--- src/hw/rtl/stks_pkg.sv ---
`timescale 1ns / 1ps
`default_nettype none
// ----------------------------------------------------------------------------
// stks_pkg
// Shared constants and item types of the streaming top-K selector.
// ----------------------------------------------------------------------------
package stks_pkg;

  localparam int TOP_K      = 10;
  localparam int INDEX_BITS = 18;
  localparam int SCORE_W    = 32;
  localparam int RANK_W     = 4;
  localparam int CNT_W      = $clog2(TOP_K + 1);

  localparam logic [INDEX_BITS-1:0] INDEX_MAX = {INDEX_BITS{1'b1}};
  localparam logic [CNT_W-1:0]      KEEP_MAX  = CNT_W'(TOP_K);

  typedef logic signed [SCORE_W-1:0] score_t;
  typedef logic [INDEX_BITS-1:0]     index_t;
  typedef logic [CNT_W-1:0]          count_t;

  typedef struct packed {
    logic signed [SCORE_W-1:0] score;
    logic                      end_of_vector;
  } in_item_t;

  typedef struct packed {
    logic [RANK_W-1:0]         rank;
    logic [INDEX_BITS-1:0]     token_index;
    logic signed [SCORE_W-1:0] entry_score;
    logic                      final_entry;
    logic                      overflowed;
  } out_item_t;

  // one item handed from the input register to the ranking list
  typedef struct packed {
    logic                      valid;
    logic                      eov;
    logic signed [SCORE_W-1:0] score;
  } proc_t;

endpackage
`default_nettype wire

--- src/hw/rtl/streaming_top_k_selector_core.sv ---
`timescale 1ns / 1ps
`default_nettype none
// ----------------------------------------------------------------------------
// streaming_top_k_selector_core
// Keeps the best TOP_K scores of a vector and emits them in rank order.
// ----------------------------------------------------------------------------
// The block takes one score per cycle into an input register; from there
// that score is ranked against the sorted list of kept entries (all TOP_K
// compares and the shift run in parallel), so a vector streams in at one item
// per cycle. On the item marked end_of_vector the finished list is copied into
// an output bank and the ranking list clears, so the next vector can start
// right away. The bank drains one result per cycle while out_stall is low:
// rank, token_index, entry_score, final_entry on the last one and overflowed
// if the vector ran past 2^INDEX_BITS elements. A vector of N elements gives
// min(N, TOP_K) results. out_valid is registered: it rises once the end item
// in the input register has loaded the finished list into the output bank.
// The only stall on the input comes from a second end item that reaches the
// input register while the previous run still sits in the bank: that item
// waits until the last result of the previous run is taken.
// ----------------------------------------------------------------------------
module streaming_top_k_selector_core (
  input  wire logic                clk,
  input  wire logic                rst_n,
  input  wire logic                in_valid,
  output logic                     in_stall,
  input  wire stks_pkg::in_item_t  in_data,
  output logic                     out_valid,
  input  wire logic                out_stall,
  output stks_pkg::out_item_t      out_data
);

  // input register
  logic               s1_valid_r;
  stks_pkg::in_item_t s1_data_r;

  // output bank
  stks_pkg::score_t    bank_score_r [stks_pkg::TOP_K];
  stks_pkg::index_t    bank_idx_r   [stks_pkg::TOP_K];
  stks_pkg::count_t    bank_left_r;
  logic [stks_pkg::RANK_W-1:0] bank_rank_r;
  logic                bank_ovf_r;

  stks_pkg::score_t snap_score [stks_pkg::TOP_K];
  stks_pkg::index_t snap_idx   [stks_pkg::TOP_K];
  stks_pkg::count_t snap_cnt;
  logic             snap_ovf;

  stks_pkg::proc_t proc;
  logic out_take, bank_free, s1_hold, in_take, snap_load;

  assign out_take  = out_valid && !out_stall;
  // bank can take a new run once its last result leaves
  assign bank_free = (bank_left_r == '0)
                   || ((bank_left_r == stks_pkg::CNT_W'(1)) && out_take);
  // hold an end item while the previous run is still draining
  assign s1_hold   = s1_valid_r && s1_data_r.end_of_vector && !bank_free;
  assign in_stall  = s1_hold;
  assign in_take   = in_valid && !in_stall;

  assign proc.valid = s1_valid_r && !s1_hold;
  assign proc.eov   = s1_data_r.end_of_vector;
  assign proc.score = s1_data_r.score;
  assign snap_load  = proc.valid && proc.eov;

  stks_list u_list (
    .clk        (clk),
    .rst_n      (rst_n),
    .proc       (proc),
    .snap_score (snap_score),
    .snap_idx   (snap_idx),
    .snap_cnt   (snap_cnt),
    .snap_ovf   (snap_ovf)
  );

  always_ff @(posedge clk) begin
    if (!rst_n) begin
      s1_valid_r <= 1'b0;
    end else if (in_take) begin
      s1_valid_r <= 1'b1;
    end else if (proc.valid) begin
      s1_valid_r <= 1'b0;
    end
  end

  always_ff @(posedge clk) begin
    if (in_take) begin
      s1_data_r <= in_data;
    end
  end

  // bank control: load a finished run, or advance one result per take
  always_ff @(posedge clk) begin
    if (!rst_n) begin
      bank_left_r <= '0;
      bank_rank_r <= '0;
      bank_ovf_r  <= 1'b0;
    end else if (snap_load) begin
      bank_left_r <= snap_cnt;
      bank_rank_r <= '0;
      bank_ovf_r  <= snap_ovf;
    end else if (out_take) begin
      bank_left_r <= bank_left_r - 1'b1;
      bank_rank_r <= bank_rank_r + 1'b1;
    end
  end

  // bank payload: shift toward slot 0, which feeds the output
  always_ff @(posedge clk) begin
    if (snap_load) begin
      bank_score_r <= snap_score;
      bank_idx_r   <= snap_idx;
    end else if (out_take) begin
      for (int j = 0; j < stks_pkg::TOP_K - 1; j++) begin
        bank_score_r[j] <= bank_score_r[j+1];
        bank_idx_r[j]   <= bank_idx_r[j+1];
      end
    end
  end

  assign out_valid            = (bank_left_r != '0);
  assign out_data.rank        = bank_rank_r;
  assign out_data.token_index = bank_idx_r[0];
  assign out_data.entry_score = bank_score_r[0];
  assign out_data.final_entry = (bank_left_r == stks_pkg::CNT_W'(1));
  assign out_data.overflowed  = bank_ovf_r;

endmodule
`default_nettype wire

--- src/hw/rtl/stks_list.sv ---
`timescale 1ns / 1ps
`default_nettype none
// ----------------------------------------------------------------------------
// stks_list
// Sorted list of the best entries of the current vector, with the element
// counter and overflow tracking. Inserts one item per cycle while proc.valid is high.
// ----------------------------------------------------------------------------
module stks_list (
  input  wire logic           clk,
  input  wire logic           rst_n,
  input  wire stks_pkg::proc_t proc,
  output stks_pkg::score_t    snap_score [stks_pkg::TOP_K],
  output stks_pkg::index_t    snap_idx   [stks_pkg::TOP_K],
  output stks_pkg::count_t    snap_cnt,
  output logic                snap_ovf
);

  stks_pkg::score_t kept_score_r [stks_pkg::TOP_K];
  stks_pkg::index_t kept_idx_r   [stks_pkg::TOP_K];
  stks_pkg::score_t kept_score_nxt [stks_pkg::TOP_K];
  stks_pkg::index_t kept_idx_nxt   [stks_pkg::TOP_K];
  stks_pkg::count_t cnt_r, cnt_nxt;
  stks_pkg::index_t ctr_r, ctr_nxt;
  logic             at_max_r, at_max_nxt;
  logic             ovf_r, ovf_nxt;
  logic [stks_pkg::TOP_K-1:0] ins;

  // counter saturates at the top index; a second use of it marks overflow
  always_comb begin
    ctr_nxt    = ctr_r;
    at_max_nxt = at_max_r;
    ovf_nxt    = ovf_r;
    if (ctr_r != stks_pkg::INDEX_MAX) begin
      ctr_nxt = ctr_r + 1'b1;
    end else begin
      if (at_max_r) begin
        ovf_nxt = 1'b1;
      end
      at_max_nxt = 1'b1;
    end
  end

  // ins[j]: new item belongs at or above slot j (thermometer over a sorted list)
  always_comb begin
    for (int j = 0; j < stks_pkg::TOP_K; j++) begin
      ins[j] = (stks_pkg::CNT_W'(j) >= cnt_r)
             || (proc.score > kept_score_r[j])
             || ((proc.score == kept_score_r[j]) && (ctr_r < kept_idx_r[j]));
    end
  end

  always_comb begin
    for (int j = 0; j < stks_pkg::TOP_K; j++) begin
      kept_score_nxt[j] = kept_score_r[j];
      kept_idx_nxt[j]   = kept_idx_r[j];
      if (ins[j]) begin
        if (j == 0) begin
          kept_score_nxt[j] = proc.score;
          kept_idx_nxt[j]   = ctr_r;
        end else if (!ins[j-1]) begin
          kept_score_nxt[j] = proc.score;
          kept_idx_nxt[j]   = ctr_r;
        end else begin
          kept_score_nxt[j] = kept_score_r[j-1];
          kept_idx_nxt[j]   = kept_idx_r[j-1];
        end
      end
    end
    cnt_nxt = (cnt_r == stks_pkg::KEEP_MAX) ? cnt_r : cnt_r + 1'b1;
  end

  assign snap_score = kept_score_nxt;
  assign snap_idx   = kept_idx_nxt;
  assign snap_cnt   = cnt_nxt;
  assign snap_ovf   = ovf_nxt;

  always_ff @(posedge clk) begin
    if (!rst_n) begin
      cnt_r    <= '0;
      ctr_r    <= '0;
      at_max_r <= 1'b0;
      ovf_r    <= 1'b0;
    end else if (proc.valid) begin
      if (proc.eov) begin
        cnt_r    <= '0;
        ctr_r    <= '0;
        at_max_r <= 1'b0;
        ovf_r    <= 1'b0;
      end else begin
        cnt_r    <= cnt_nxt;
        ctr_r    <= ctr_nxt;
        at_max_r <= at_max_nxt;
        ovf_r    <= ovf_nxt;
      end
    end
  end

  always_ff @(posedge clk) begin
    if (proc.valid) begin
      kept_score_r <= kept_score_nxt;
      kept_idx_r   <= kept_idx_nxt;
    end
  end

endmodule
`default_nettype wire

--- config.mk ---
export PLATFORM = sky130hd
export DESIGN_NAME = streaming_top_k_selector_core
export DESIGN_NICKNAME = d
export VERILOG_FILES = /design/src/hw/rtl/stks_pkg.sv /design/src/hw/rtl/streaming_top_k_selector_core.sv /design/src/hw/rtl/stks_list.sv
export SDC_FILE = /design/constraint.sdc
export NUM_CORES = 2
export LEC_CHECK = 0
export BUFFER_PORTS_ARGS = -buffer_cell sky130_fd_sc_hd__clkbuf_2
export CORE_MARGIN = 3
export CORE_UTILIZATION = 45
export DETAILED_ROUTE_END_ITERATION = 10
export SYNTH_ARGS = -nofsm -noshare
export SYNTH_HDL_FRONTEND = slang
export SYNTH_SLANG_ARGS = --single-unit
export TNS_END_PERCENT = 50
--- constraint.sdc ---
create_clock -name clk -period 19.6 [get_ports clk]
set_input_delay 3.92 -clock clk [delete_from_list [all_inputs] [get_ports clk]]
set_output_delay 3.92 -clock clk [all_outputs]
set_load 0.01 [all_outputs]
==> summary.md <==
| Metric | Value |
|---|---|
| Outcome | `finished, final reports clean` |
| Chip Width | `~380 um` |
| Dpl ws | `11.08 ns` |
| Yosys top cell by area | `edfxtp_1` |
| Most frequent CP cell | `clkbuf_2` |
| Relative slew margins | `between 10% and 20%` |
| Fillers | `12.6k` |
| Synth-to-Final Area Change | `9.41%` |
| Max Slew Vio Count | `0` |
| Mapped Nets | `6,400` |
| DP HPWL | `approximately 110,000 um` |
| Antenna Nets Post-Route | `0` |
| Final GP Congestion | `0.841` |
| Total Die Area | `144,000 sq um` |
| Unrepaired setup endpoints after global routing | `false` |
| Final min period | `8.51 ns` |
| Nets | `6,344` |
| Depth of the CTS H-tree | `4` |
| Async SR Flop Fraction | `0%` |
| Synth warn | `0` |
| Routed WL | `170,000 um` |
| Static Leak | `28.9 nW` |
| Crit Path Class | `in2out` |
| Hold Violations, Final | `0` |
| Share of layout cells above drive strength 1 | `10.1%` |
| Most used flip-flop cell after synthesis | `edfxtp_1` |
| CTS tree | `yes` |
| DR pass1 iterations | `6` |
| F_max | `118 MHz` |
| Slew at the pin closest to its max-slew limit | `~1.3 ns` |
| Average size of a mapped cell | `10.7 sq um` |
| Critical path's slowest cell | `a21oi_1` |
| CP endpoint kind | `primary output` |
| IO buf count | `94` |
| Vias in the first global route | `43.3k` |
| Initial antenna violation count | `5` |
| Initial core utilization | `45.5%` |
| DR DRC count | `0` |
| Hold crit path type | `reg2reg` |
| ANT cells | `0` |
| WL per Instance | `21.8 um` |
| Synth cell types | `between 70 and 80` |
| Largest net degree at the start of global routing | `201` |
| Area taken by multi-input logic gates | `27,200 sq um` |
| Post-synth top cells | `edfxtp_1 (1,033), inv_1 (600), nand2_1 (546), ha_1 (497), mux2i_1 (486)` |
| Critical Path Fanout Max | `3` |
| Clk_skew | `0.0381 ns` |
| First-pass GRT wire length | `261,000 um` |
| CTS resizes | `0` |
| Max cap viols | `0` |
| Placed instance area | `64,900 sq um` |
| CP max stage delay | `0.30 ns` |
| Worst Path Required | `15.68 ns` |
| Post-synth top area share | `between 40 and 50%` |
| Clock transition at path regs | `0.06 ns` |
| Worst Setup Slack, final | `between 10 and 15 ns` |
| Tcrit/Tclk final | `43.4%` |
| Clock sinks | `1,067` |
| Post-layout instance area | `approximately 70,000 sq um` |
| IO Pins | `95` |
| Via/cell ratio | `5.71` |
| Mapped Cells | `5,866` |
| Vias | `around 44k` |
| Congestion Overflow GR | `0` |
| Netlist Area Pre-Place | `62,900 sq um` |
| Share of the yosys chip area belonging to registers | `between 50% and 60%` |
| Row cnt | `136` |
| Overall Global Routing Usage | `23.1%` |
| Most frequent cell after synthesis | `edfxtp_1` |
| Seq cells post-synth | `1,067` |
| Final total power | `8.04 mW` |
| Power per cell area | `117 nW/um^2` |
| Final setup fails | `0` |
| Startpoint Class | `primary input` |
| Postcts setup bufs | `0` |
| Crit-path cells | `clkbuf_2 -> inv_1 -> a21oi_1 -> clkbuf_2` |
| Clk root buf | `clkbuf_16` |
| DRT iter0 DRCs | `3,614` |
| CTS Hold Buffers Added | `0` |
| Worst-skew pair later-pin latency | `0.77 ns` |
| CORE AREA | `138,000 sq um` |
| DIE HEIGHT | `approximately 380 um` |
| Finished Core Util | `49.8%` |
| Area contributors post-synth | `edfxtp_1 (49%), ha_1 (9.9%), mux2i_1 (7.7%), inv_1 (3.6%), nand2_1 (3.3%)` |
| Setup TNS Final | `0 ns` |
| Register area | `31,700 sq um` |
| Peak VDD IR | `0.147 mV` |
| Post-synth EDFFs | `1,033` |
| Worst path arrival time | `4.59 ns` |
| Longest Clk Path Bufs | `3` |
| CTS Buf Count | `130` |
## layout by cell type, fill, tap and decap left out, types with 7 or more instances in the layout
cell type,instances
inv_1,599
a221oi_1,53
nor3_1,75
clkbuf_2,94
o21ai_0,244
and2_1,50
a2111oi_0,7
clkinv_1,27
o211ai_1,117
nor4_1,7
nor2_1,444
a21oi_1,369
nand2b_1,13
buf_4,104
a21boi_0,11
clkbuf_1,32
nor2b_1,21
mux2_1,19
o221ai_1,51
dfxtp_1,34
mux2i_1,486
and4_1,15
a21oi_2,55
xnor2_1,10
nand3_1,147
a21o_1,84
a31oi_1,8
o21ai_1,70
clkbuf_16,134
nand4_1,90
mux2_2,133
xor2_1,15
ha_1,497
clkinv_2,12
o31ai_1,54
nand2_1,542
edfxtp_1,1033
a211oi_1,20
## cells by family after synthesis
group                      count (synthesis)  share of synthesized area (%)
and+or+nand+nor                         1439                           10.0
AOI/OAI and AO/OA                       1208                           12.2
DFF                                     1067                           50.4
buffers and inverters                    992                           6.67
muxes                                    638                           10.5
adders and majority gates                497                           9.88
xor gates and xnor gates                  25                          0.348
## where the power goes
part           switching (mW)  total, mW  leakage [nW]  internal [mW]
registers               0.266       3.76          10.0           3.50
logic                    1.31       1.97          17.0          0.665
clock network           0.982       2.30          1.93           1.32
## critical path, delay by kind of cell
kind | cells | cell delay (ns)
AOI/OAI and AO/OA | 1 | 0.30
buffers and inverters | 3 | 0.37
## final cells by class
class	count	share of cell area, %
repair buffers	204	1.99
well taps	1863	3.39
flip-flops and latches	1067	46.0
multi-input cells	3807	39.5
clock buffers	169	5.11
inverters	600	3.28
clock inverters	59	0.672
## routing by layer
| layer | track usage (%) | wire length (um) | vias to the layer above |
|---|---|---|---|
| li1 | - | - | 21200 |
| met1 | 32.6 | 78000 | 21800 |
| met2 | 36.8 | 77600 | 1195 |
| met3 | 3.14 | 8710 | 223 |
| met4 | 7.60 | 5180 | 4 |
| met5 | 0 | 24 | - |
## final timing paths
| check | startpoint | slack (ns) | cells past startpoint | to |
|---|---|---|---|---|
| max | out_stall | 11.09 | 4 | in_stall |
| min | u_list.ovf_r$_SDFFE_PN0P_ | 0.50 | 2 | u_list.ovf_r$_SDFFE_PN0P_ |
| max reg2reg | proc[31]$_DFFE_PP_ | 13.02 | 11 | out_data[23]$_DFFE_PP_ |
| min reg2reg | u_list.ovf_r$_SDFFE_PN0P_ | 0.50 | 2 | u_list.ovf_r$_SDFFE_PN0P_ |
## metrics by stage
stage / std cells / hold WS (ns)
after floorplan: 5866 / 0.438
after global placement: 7541 / 0.449
after detailed placement: 7541 / 0.485
after CTS: 7769 / 0.500
after global routing: 7769 / 0.521
final: 7769 / 0.498
## state kept, by name (all words and copies together) (netlist names), 4 cells and up
name / count
bank_idx_r: 162
bank_left_r: 4
bank_rank_r: 4
bank_score_r: 288
out_data: 50
proc: 33
u_list.cnt_r: 4
u_list.ctr_r: 18
u_list.kept_idx_r: 180
u_list.kept_score_r: 320
No activity file was read; power rests on OpenSTA's default activity.
